File: config.mk
export PLATFORM = sky130hd
export DESIGN_NAME = gas_ctrl
export DESIGN_NICKNAME = d
export VERILOG_FILES = /design/src/rtl/gas_pkg.sv /design/src/rtl/gas_ctrl.sv
export SDC_FILE = /design/constraint.sdc
export NUM_CORES = 1
export LEC_CHECK = 0
export ABC_AREA = 1
export BUFFER_PORTS_ARGS = -buffer_cell sky130_fd_sc_hd__buf_4
export CAP_MARGIN = 40
export CORE_MARGIN = 10
export CORE_UTILIZATION = 49
export CTS_CLUSTER_DIAMETER = 50
export DETAILED_ROUTE_END_ITERATION = 10
export HOLD_SLACK_MARGIN = 0.1
export PLACE_DENSITY = 0.76
export SYNTH_ARGS = -nofsm -noshare
export SYNTH_HDL_FRONTEND = slang
export SYNTH_SLANG_ARGS = --single-unit
File: constraint.sdc
create_clock -name clock -period 2 [get_ports clock]
set_input_delay 0.1 -clock clock [delete_from_list [all_inputs] [get_ports clock]]
set_output_delay 0.1 -clock clock [all_outputs]
set_load 0.02 [all_outputs]
File: src/rtl/gas_pkg.sv
// gas_pkg: shared types and constants for the gravity acceleration sum core.
// Used by the controller, the datapath and the top level.
package gas_pkg;

   localparam logic CMD_WRITE = 1'b0;
   localparam logic CMD_QUERY = 1'b1;

   localparam logic CSR_BODY_COUNT = 1'b0;
   localparam logic CSR_MIN_DIST   = 1'b1;

   localparam logic [7:0]  MIN_DIST_RESET = 8'd40;
   localparam logic [32:0] G_CAP          = 33'h1_FFFF_FFFF;

   typedef enum logic [4:0] {
      OP_NONE,
      OP_WRITE,
      OP_LOAD,
      OP_READ,
      OP_DIFF,
      OP_SQX,
      OP_SQY,
      OP_SUM,
      OP_SQRT,
      OP_DIV_T,
      OP_DIV_G,
      OP_DIV_U,
      OP_MUL_LO,
      OP_MUL_HI,
      OP_TERM,
      OP_ACC,
      OP_FIN
   } dp_op_type;

   typedef struct packed {
      dp_op_type op;
      logic      axis;   // 0: x, 1: y
   } dp_cmd_type;

   typedef struct packed {
      logic skip;        // body x equals query x
      logic in_range;    // squared distance beyond cutoff
      logic busy;        // root or divider running
   } dp_status_type;

endpackage

File: src/rtl/gas_ctrl.sv
// gas_ctrl: sequencer for writes and queries, body counter and result valid flag.
// Depends on gas_pkg.
module gas_ctrl
   import gas_pkg::*;
#(
   parameter int MAX_BODIES = 64
) (
   input  logic          clock,
   input  logic          reset,
   input  logic          req_tvalid,
   input  logic          req_command,
   output logic          req_tready,
   output logic          rsp_tvalid,
   input  logic          rsp_tready,
   input  logic          csr_we,
   input  logic          csr_addr,
   input  logic [6:0]    csr_count,
   input  dp_status_type status,
   output dp_cmd_type    cmd,
   output logic [((MAX_BODIES > 1) ? $clog2(MAX_BODIES) : 1)-1:0] rd_addr
);

   localparam int AW = (MAX_BODIES > 1) ? $clog2(MAX_BODIES) : 1;
   localparam int CW = (AW + 1 > $clog2(MAX_BODIES + 1)) ? AW + 1 : $clog2(MAX_BODIES + 1);
   localparam int LW = (CW > 7) ? CW + 1 : 8;

   typedef enum logic [4:0] {
      S_IDLE, S_READ, S_DIFF, S_SQX, S_SQY, S_SUM, S_CUT,
      S_SQRT, S_SQRT_W, S_DIVT, S_DIVT_W, S_DIVG, S_DIVG_W,
      S_DIVU, S_DIVU_W, S_MLO, S_MHI, S_TERM, S_ACC, S_NEXT, S_FIN
   } state_type;

   state_type     state_ff;
   logic [CW-1:0] cnt_ff;
   logic          axis_ff;
   logic          valid_ff;
   logic [6:0]    bc_ff;
   logic [LW-1:0] lim;
   logic          last;
   logic          out_free;

   assign lim = (LW'(bc_ff) > LW'(MAX_BODIES)) ? LW'(MAX_BODIES) : LW'(bc_ff);
   assign last     = (LW'(cnt_ff) + LW'(1)) >= lim;
   assign out_free = !valid_ff || rsp_tready;

   always_ff @(posedge clock) begin
      if (reset) begin
         state_ff <= S_IDLE;
         cnt_ff   <= '0;
         axis_ff  <= 1'b0;
         valid_ff <= 1'b0;
         bc_ff    <= '0;
      end else begin
         if (csr_we && csr_addr == CSR_BODY_COUNT) bc_ff <= csr_count;
         if (valid_ff && rsp_tready) valid_ff <= 1'b0;
         unique case (state_ff)
            S_IDLE: begin
               cnt_ff <= '0;
               if (req_tvalid && req_command == CMD_QUERY) begin
                  state_ff <= (lim == '0) ? S_FIN : S_READ;
               end
            end
            S_READ:   state_ff <= S_DIFF;
            S_DIFF:   state_ff <= status.skip ? S_NEXT : S_SQX;
            S_SQX:    state_ff <= S_SQY;
            S_SQY:    state_ff <= S_SUM;
            S_SUM:    state_ff <= S_CUT;
            S_CUT:    state_ff <= status.in_range ? S_SQRT : S_NEXT;
            S_SQRT:   state_ff <= S_SQRT_W;
            S_SQRT_W: if (!status.busy) state_ff <= S_DIVT;
            S_DIVT:   state_ff <= S_DIVT_W;
            S_DIVT_W: if (!status.busy) state_ff <= S_DIVG;
            S_DIVG:   state_ff <= S_DIVG_W;
            S_DIVG_W: begin
               axis_ff <= 1'b0;
               if (!status.busy) state_ff <= S_DIVU;
            end
            S_DIVU:   state_ff <= S_DIVU_W;
            S_DIVU_W: if (!status.busy) state_ff <= S_MLO;
            S_MLO:    state_ff <= S_MHI;
            S_MHI:    state_ff <= S_TERM;
            S_TERM:   state_ff <= S_ACC;
            S_ACC: begin
               axis_ff  <= 1'b1;
               state_ff <= axis_ff ? S_NEXT : S_DIVU;
            end
            S_NEXT: begin
               cnt_ff   <= cnt_ff + CW'(1);
               state_ff <= last ? S_FIN : S_READ;
            end
            S_FIN: begin
               if (out_free) begin
                  valid_ff <= 1'b1;
                  state_ff <= S_IDLE;
               end
            end
            default: state_ff <= S_IDLE;
         endcase
      end
   end

   always_comb begin
      cmd.axis = axis_ff;
      unique case (state_ff)
         S_IDLE:  cmd.op = !req_tvalid ? OP_NONE :
                           (req_command == CMD_QUERY) ? OP_LOAD : OP_WRITE;
         S_READ:  cmd.op = OP_READ;
         S_DIFF:  cmd.op = OP_DIFF;
         S_SQX:   cmd.op = OP_SQX;
         S_SQY:   cmd.op = OP_SQY;
         S_SUM:   cmd.op = OP_SUM;
         S_SQRT:  cmd.op = OP_SQRT;
         S_DIVT:  cmd.op = OP_DIV_T;
         S_DIVG:  cmd.op = OP_DIV_G;
         S_DIVU:  cmd.op = OP_DIV_U;
         S_MLO:   cmd.op = OP_MUL_LO;
         S_MHI:   cmd.op = OP_MUL_HI;
         S_TERM:  cmd.op = OP_TERM;
         S_ACC:   cmd.op = OP_ACC;
         S_FIN:   cmd.op = out_free ? OP_FIN : OP_NONE;
         default: cmd.op = OP_NONE;
      endcase
   end

   assign rd_addr    = cnt_ff[AW-1:0];
   assign req_tready = state_ff == S_IDLE;
   assign rsp_tvalid = valid_ff;

`ifndef SYNTH
   a_cnt_bound: assert property (@(posedge clock) disable iff (reset)
      LW'(cnt_ff) <= LW'(MAX_BODIES))
      else $error("body counter past table");

   a_rsp_from_fin: assert property (@(posedge clock) disable iff (reset)
      $rose(valid_ff) |-> $past(state_ff == S_FIN))
      else $error("result raised outside finish");

   a_query_starts: assert property (@(posedge clock) disable iff (reset)
      (req_tvalid && req_tready && req_command == CMD_QUERY) |=> (state_ff != S_IDLE))
      else $error("query accepted but not started");
`endif

endmodule

After elaboration in Yosys (flattened, before gate mapping):

Index checks and enable logic that the tools add are counted.

* $lt $le $gt $ge: 2
* $mul: 0
* muxes and demuxes: 22
* add/subtract/negate cells: 2
* reduce and logical (&&, ||, !) cells: 10
* div/mod/pow operators: 0
* shifts and indexed selects: 0
* equal/unequal tests: 26
* bitwise logic cells: 1

Operator list (count)
* one-hot mux 5 bit (21 select lines): 1
* one-hot mux 5 bit (15 select lines): 1
* 2-to-1 mux 5 bit: 12
* == test 5 x 4 -> 1 bit, second input constant: 8
* == test 5 bit, second input constant: 5
* == test 5 x 3 -> 1 bit, second input constant: 4
* one-hot mux 7 bit (2 select lines): 1
* == test 5 x 2 -> 1 bit, second input constant: 2
* != test 2 bit, second input constant: 5
* adder 7 x 1 -> 8 bit, second input constant: 1
* greater-or-equal comparator 8 x 7 -> 1 bit: 1
* zero test 8 bit: 1
* adder 7 x 1 -> 7 bit, second input constant: 1
* greater-than comparator 7 bit, second input constant: 1
* 2-to-1 mux 7 bit: 1
* AND reduction 6 bit: 1
* == test 5 x 1 -> 1 bit, second input constant: 1
* zero test 5 bit: 1
* 2-to-1 mux 2 bit: 2
* nonzero test 2 bit: 2
* logical AND 1 bit: 3
* 2-to-1 mux 1 bit: 3
* != test 2 x 1 -> 1 bit, second input constant: 1
* one-hot mux 1 bit (2 select lines): 1
* 3 further kinds: 3

* memories kept: 0
* bits of input ports: 17
* flip-flop bits (word level): 21
* latch bits: 0
* RAM bits: 0
* word-level logic and storage cells: 68
* ROM bits: 0
* output and inout port bits: 14

Longest topological paths before layout:

Gate-level depths: netlist of run 1.

* depth after elaboration: 6
* gate-level depth with buffers: 15
* mapped depth without buffers: 15

Least setup slack after synthesis of run 1:

OpenSTA, ideal clock, no wires.

* path type: reg2reg
* start: reg cnt_ff[0]
* end: reg state_ff[2]
* data arrival time: 1749 ps
* setup time: 130 ps
* stages on the path, launching flop included: 15
* buffers on the path: 0
* slack: 121 ps
* path through: dfxtp_1 ha_1 nand3_1 nor2_1 nand2_1 xnor2_1 ha_1 nand2_1 nand2_1 nor2_1 nand2_1 nand2_2 nand2_1 nand2_1 a21oi_2

* cells in the longest elaborated chain, start to end: 4

RTL lines
* from (decl): line gas_ctrl.sv:34 `logic [CW-1:0] cnt_ff;`
* from (signal assigned): line gas_ctrl.sv:88 `cnt_ff <= cnt_ff + CW'(1);`
* adder 7 x 1 -> 8 bit: line gas_ctrl.sv:43 `assign last = (LW'(cnt_ff) + LW'(1)) >= lim;`
* greater-or-equal comparator 8 x 7 -> 1 bit: line gas_ctrl.sv:43
* 2-to-1 mux 5 bit: line gas_ctrl.sv:89 `state_ff <= last ? S_FIN : S_READ;`
* one-hot mux 5 bit (21 select lines): line gas_ctrl.sv:56 `unique case (state_ff)`
* to (signal assigned): line gas_ctrl.sv:60 `state_ff <= (lim == '0) ? S_FIN : S_READ;`
* to (signal assigned): line gas_ctrl.sv:64 `S_DIFF: state_ff <= status.skip ? S_NEXT : S_SQX;`
* to (signal assigned): line gas_ctrl.sv:89
* to (decl): line gas_ctrl.sv:33 `state_type state_ff;`

No other way between the ends.
A chain may end at the register's enable or synchronous reset.

Final worst setup path of run 1:

* start: reg cnt_ff[1]
* end: reg state_ff[4]

Same word-level chain as after synthesis.

==> impl_results.md, run 1 <==
* WL final at 3930 um
* Largest net degree at the start of global routing at 15
* Die outline area at 5730 um2
* Deepest level of the CTS H-tree at 1
* Startpoint of the worst-slack reg-to-reg timing path: cnt_ff[1]
* Worst setup path startpoint: cnt_ff[1]
* Detailed-route via count at 1625
* Class of the tightest hold or removal check: in2reg
* Fraction of post-synthesis cell area in the top cell type by area at 27.6%
* Cell taking the most area after synthesis: dfxtp_1
* NumNets Final at 301
* Worst Tran Pin Value at 0.508 ns
* Placement row count at 20
* Nets in the synthesized netlist at 262
* Vias per Instance at 5.28
* CP Max Fanout at 4
* Post-DP HPWL at 2880 um
* Unique cell type count in the Yosys netlist at 28
* YS warnings at 0
* Global routing's busiest layer: met2
* Synthesized netlist cell count at 237
* Worst setup EP type: flip-flop
* Flop and latch count out of synthesis at 21
* Share of final-layout standard cells stronger than drive strength 1 at 24.4%
* Met1 demand-to-capacity share in global routing at 19.3%
* Worst IR drop on VDD at 0.589 mV
* Leakage at 0.925 nW
* Worst-Skew Late Latency at 0.32 ns
* Total standard cell area after synthesis at 1520 um2
* Most frequent cell after synthesis: nand2_1
* Number of input and output port buffers inserted at 30
* Startpoint type of the worst setup path: flip-flop
* Worst EP arrival at 2.21 ns
* Critical path class: reg2reg
* Final count of negative-setup-slack endpoints at 0
* Fin Setup TNS at 0 ns
* Detailed-route wire length per cell at 12.8 um
* Final setup skew at 0.0117 ns
* Tot GR Track Use at 14.3%
* Number of setup buffers added after CTS at 0
* GRT met3 Usage at 3.52%
* Number of CTS-inserted buffers at 3
* EDFF count, synth at 0
* Max-slew violation count at 0
* Maximum clock path buffer count at 2
* Root cell of the clock tree: clkbuf_4
* Final hold viol count at 0
* Drt first-iter violations at 153
* Fmax at 513 MHz
* Hold Startpoint: csr_addr
* Via count of the first global-routing pass at 1485
* Required time at the endpoint of the critical path at 2.26 ns
* Core footprint at 3000 um2
* Grt total ovfl at 0
* Die width at 75.7 um
* Ant. Diodes at 0
* Antenna violations before repair at 0
* Final period utilization at 97.4%
* Setup repair after global routing missed its margin: true
* Synth-to-layout area growth at 29.0%
* Sequential cell area fraction in the yosys report at 27.6%
* Ys flop type: dfxtp_1
* Max capacitance violation total at 0
* Top-level port count at 31
* Number of nets with antenna violations after detailed routing at 0
* Clock tree from TritonCTS: built
* Count of clock tree sinks at 21
* Pre-Repair DR Iteration Count at 4
* Syn_area_per_cell at 6.42 um2
* Tot Pwr at 1.83 mW
* First-pass GRT wire length at 6530 um
* Share of flip-flops with an asynchronous set or reset after synthesis at 0%
* Power per cell area at 930 nW/um2
* Synth cell count leaders: 56 x nand2_1, 38 x nor2_1, 26 x inv_1
* Overall die height at 75.7 um
* Cells taking the most area after synthesis: dfxtp_1 28%, nand2_1 14%, nor2_1 9.4%, ha_1 6.6%, inv_1 6.4%
* Initial Utilization at 50.7%
* Total DRC errors in the routed layout at 0
* Minimum clock period after layout at 1.95 ns
* Met2 capacity usage during global routing at 21.3%
* Final RePlAce weighted congestion at 0.880
* Run status: completed
* Clock edge transition at the registers on the reported setup and hold paths at 0.14 ns
* Worst rel slew slack at 66.0%
[timing repair]
| item | 4_1_cts | 5_1_grt |
|---|---|---|
| gates resized for setup | 2 | 25 |
| pin swaps | 0 | 15 |
| endpoints found under the setup margin | 3 | 6 |
| hold buffers | 10 | 0 |
| hold endpoints to repair | 18 | 0 |
[sequential cells by signal, summed over array words and instances, names as in the netlist]
| register | cells |
|---|---|
| bc_ff | 7 |
| state_ff | 5 |
| axis_ff | 1 |
| rsp_tvalid | 1 |
| cnt_ff | 7 |
[power breakdown]
part / total (mW) / switching (mW) / internal [mW]
Sequential: 0.548 / 0.0912 / 0.457
Clock: 0.226 / 0.150 / 0.0764
Combinational: 1.05 / 0.659 / 0.391
[through the flow]
stage	instance area [um2]	setup WS [ns]	utilization, %	hold WS, ns	instances
final	1960	0.0525	65.4	0.141	308
after CTS	1880	0.0104	62.6	0.140	308
after global routing	1960	-0.112	65.4	0.176	308
after global placement	1740	0.0895	58.0	0.321	294
after detailed placement	1740	0.0205	58.0	0.328	294
after floorplan	1520	0.121	-	0.169	237
[final cells by class]
type	instances	area, um2
repair buffers	43	348
clock buffers	3	22.5
well taps	33	41.3
multi-input cells	177	980
clock inverters	1	7.51
fillers	269	1040
flip-flops and latches	21	437
inverters	30	128
[kinds of logic after synthesis]
family                     synth area share (%)
buffers and inverters                      12.9
adders and majority gates                  6.58
xor gates and xnor gates                   2.88
and+or+nand+nor                            37.7
AOI/OAI and AO/OA                          12.3
DFF                                        27.6
[worst paths after layout]
path              slack, ns  depth (start not counted)          end
setup / recovery       0.05                         13  state_ff[4]
hold / removal         0.14                          4     bc_ff[4]
setup reg to reg       0.05                         13  state_ff[4]
hold reg to reg        0.50                          2    cnt_ff[2]
[cells in the final DEF, fill, tap and decap left out, types with 3 or more instances in the layout]
master / instances
ha_1: 7
clkbuf_4: 3
nor2_4: 3
nand4_1: 6
xor2_1: 3
inv_1: 25
dfxtp_1: 16
dlygate4sd3_1: 10
o21ai_0: 12
dfxtp_4: 4
nand3_1: 14
nor2_2: 6
nand2_2: 3
a21oi_1: 14
nor3_1: 4
buf_4: 33
nand2_1: 54
nor2_1: 34
[worst max-delay path, stage by stage, from the launching register on]
cell and delay [ns]:
dfxtp_4 0.40, ha_4 0.15, nand3_4 0.06, nor2_1 0.10, nand2_1 0.09, xnor2_2 0.16
ha_1 0.31, and3_4 0.20, nand2_4 0.05, nand2_2 0.06, nand2_2 0.05, nand2_1 0.07
nand2_1 0.06, a21oi_2 0.13
[routing by layer]
metal | vias up | part of all wire (%)
li1 | 836 | -
met2 | 63 | 44
met4 | 0 | 1.9
met1 | 718 | 46
met5 | - | 0
met3 | 8 | 7.9
Note: power is estimated with default switching activity, not from simulation.
==> run 2, diff against run 1 <==
--- a/config.mk
+++ b/config.mk
@@ -8,12 +8,12 @@
 export ABC_AREA = 1
 export BUFFER_PORTS_ARGS = -buffer_cell sky130_fd_sc_hd__buf_4
 export CAP_MARGIN = 40
-export CORE_MARGIN = 10
-export CORE_UTILIZATION = 49
+export CORE_MARGIN = 2
+export CORE_UTILIZATION = 54
 export CTS_CLUSTER_DIAMETER = 50
 export DETAILED_ROUTE_END_ITERATION = 10
 export HOLD_SLACK_MARGIN = 0.1
-export PLACE_DENSITY = 0.76
+export PLACE_DENSITY = 0.8
 export SYNTH_ARGS = -nofsm -noshare
 export SYNTH_HDL_FRONTEND = slang
 export SYNTH_SLANG_ARGS = --single-unit
==> constraint.sdc (replaced) <==
create_clock -name clock -period 1.8 [get_ports clock]
set_input_delay 0.09 -clock clock [delete_from_list [all_inputs] [get_ports clock]]
set_output_delay 0.09 -clock clock [all_outputs]
set_load 0.02 [all_outputs]
==> run 2 against run 1 <==
Against the previous run:
- the run now ends with negative setup slack left
- global-route usage up 11 points
- clock skew increased by 0.0012 ns
- die area is 43% lower
- first-iteration DRC count fell by 43%
- utilization up 13 points
- critical endpoint unchanged
- sequential power up 8.0%
- power increased by 16%
==> impl_results.md, run 2 (synthesis results as in run 1) <==
* Critical path class: reg2reg (unchanged)
* R2r endpoint: state_ff[4] (unchanged)
* Setup slack of the most critical reg-to-reg path at -0.1 ns (was 0.05 ns)
* Largest registers: bc_ff: 7 flops, cnt_ff: 7 flops, state_ff: 5 flops (unchanged)
* Count of clock tree sinks at 21 (unchanged)
* NumNets Final at 321 (was 301)
* CP Max Fanout at 4 (unchanged)
* Worst setup EP type: flip-flop (unchanged)
* Max capacitance violation total at 0 (unchanged)
* Number of input and output port buffers inserted at 30 (unchanged)
* Die outline area at 3260 um2 (was 5730 um2)
* Util after Layout at 78.4% (was 65.4%)
* Die width at 57.1 um (was 75.7 um)
* Clock tree from TritonCTS: built (unchanged)
* Startpoint of the worst-slack reg-to-reg timing path: cnt_ff[2] (was cnt_ff[1])
* Pre-Repair DR Iteration Count at 7 (was 4)
* Worst rel slew slack at 78.7% (was 66.0%)
* Required time at the endpoint of the critical path at 2.00 ns (was 2.26 ns)
* Number of CTS-inserted buffers at 3 (unchanged)
* Max-slew violation count at 0 (unchanged)
* Share of final-layout standard cells stronger than drive strength 1 at 30.5% (was 24.4%)
* Antenna violations before repair at 0 (unchanged)
* Final RePlAce weighted congestion at 0.920 (was 0.880)
* Synth-to-layout area growth at 39.7% (was 29.0%)
* Worst EP arrival at 2.10 ns (was 2.21 ns)
* Leakage at 1.04 nW (was 0.925 nW)
* Number of nets with antenna violations after detailed routing at 0 (unchanged)
* Deepest level of the CTS H-tree at 1 (unchanged)
* Clock edge transition at the registers on the reported setup and hold paths at 0.13 ns (was 0.14 ns)
* Drt first-iter violations at 87 (was 153)
* Core footprint at 2710 um2 (was 3000 um2)
* Placement row count at 19 (was 20)
* Final period utilization at 105% (was 97.4%)
* Final worst hold slack at 0.149 ns (was 0.141 ns)
* Grt total ovfl at 0 (unchanged)
* Minimum clock period after layout at 1.90 ns (was 1.95 ns)
* First-pass GRT wire length at 6670 um (was 6530 um)
* Final hold viol count at 0 (unchanged)
* Number of cells in the finished layout apart from fillers at 326 (was 308)
* Class of the tightest hold or removal check: in2reg (unchanged)
* Hold worst-path end: bc_ff[4] (unchanged)
* Vias per Instance at 5.28 (about the same)
* Largest net degree at the start of global routing at 15 (unchanged)
* Initial Utilization at 56.1% (was 50.7%)
* Worst Tran Pin Value at 0.318 ns (was 0.508 ns)
* Top library cells by usage in the layout, fill and taps aside: 54 x nand2_1, 50 x buf_4, 35 x nor2_1 (was 54 x nand2_1, 34 x nor2_1, 33 x buf_4)
* Tot GR Track Use at 25.4% (was 14.3%)
* Root cell of the clock tree: clkbuf_4 (unchanged)
* Power per cell area at 992 nW/um2 (was 930 nW/um2)
* Worst Slack Setup Final at -0.0968 ns (was 0.0525 ns)
* Maximum clock path buffer count at 2 (unchanged)
* Reg2reg path depth at 14 (was 13)
* Ant. Diodes at 0 (unchanged)
* Most common cell after layout, fill and taps aside: nand2_1 (unchanged)
* Cell count of the worst hold path at 4 (unchanged)
* Hold Startpoint: csr_addr (unchanged)
* Post-DP HPWL at 2730 um (was 2880 um)
* Total DRC errors in the routed layout at 0 (unchanged)
* Worst-Skew Late Latency at 0.31 ns (was 0.32 ns)
* Final setup skew at 0.0129 ns (was 0.0117 ns)
* Run status: complete, but fails checks (was completed)
* Violated checks: negative setup slack
* Setup repair after global routing missed its margin: true (unchanged)
* Via count of the first global-routing pass at 1557 (was 1485)
* Tot Pwr at 2.11 mW (was 1.83 mW)
* Fmax at 527 MHz (was 513 MHz)
* Detailed-route wire length per cell at 12.5 um (was 12.8 um)
* Worst IR drop on VDD at 1.20 mV (was 0.589 mV)
* Inst Count DP at 304 (was 294)
* WL final at 4080 um (was 3930 um)
* Final count of negative-setup-slack endpoints at 3 (was 0)
* Detailed-route via count at 1722 (was 1625)
* Top-level port count at 31 (unchanged)
* Overall die height at 57.1 um (was 75.7 um)
* Startpoint type of the worst setup path: flip-flop (unchanged)
-- run 2: per-stage QoR --
stage | setup WS (ns) | setup TNS, ns | instance area, um2
3_5_place_dp | -0.0794 | -0.169 | 1850
6_report | -0.0968 | -0.229 | 2130
5_1_grt | -0.184 | -0.518 | 2130
4_1_cts | -0.0565 | -0.148 | 2040
2_1_floorplan | 0.00584 | 0 | 1540
3_3_place_gp | -0.0350 | -0.0693 | 1850
-- run 2: per-layer routing --
layer  part of all wire, %  vias up  GRT usage [%]
li1                      -      876              -
met1                    44      757           35.2
met2                    47       83           41.4
met3                   7.8        6           5.44
met4                  0.98        0           4.98
met5                     0        -              0
-- run 2: power breakdown --
group	internal [mW]	total [mW]	switching, mW
registers	0.518	0.592	0.0744
clock network	0.0863	0.236	0.150
logic	0.477	1.28	0.804
total	1.08	2.11	1.03
-- run 2: worst max path at each step --
stage,from,end,slack (ns),cells after the start
finish,cnt_ff[2],state_ff[4],-0.1,14
global placement,cnt_ff[1],state_ff[4],-0.04,14
CTS,cnt_ff[0],state_ff[4],-0.06,14
floorplan,cnt_ff[1],state_ff[2],0.006,14
global route,cnt_ff[2],state_ff[4],-0.18,14
detailed placement,cnt_ff[1],state_ff[4],-0.08,14
-- run 2: timing repair --
action / CTS / global route
hold buffers: 10 / 1
buffers inserted: 6 / 3
cloned: 0 / 0
endpoints found under the setup margin: 5 / 9
resized for setup: 6 / 21
hold endpoints to repair: 19 / 10
pin swaps: 7 / 12
-- run 2: worst max-delay path: stages (launching register included) --
cell and delay, ns:
dfxtp_2 0.40, nand3_1 0.13, nor2_1 0.16, xor2_1 0.21
ha_1 0.27, nand2_1 0.06, nand2_1 0.04, nand2_1 0.06
nand2_1 0.05, nor2_2 0.09, nand2_1 0.07, nand2_2 0.06
nand2_1 0.05, nand2_1 0.07, a21oi_2 0.05
-- run 2: final cells by class --
| class | instances | area [um2] |
|---|---|---|
| clock buffer | 4 | 26.3 |
| tap | 31 | 38.8 |
| timing repair buffer | 63 | 508 |
| sequential | 21 | 437 |
| fill | 208 | 584 |
| inverter | 30 | 128 |
| multi-input combinational | 177 | 988 |
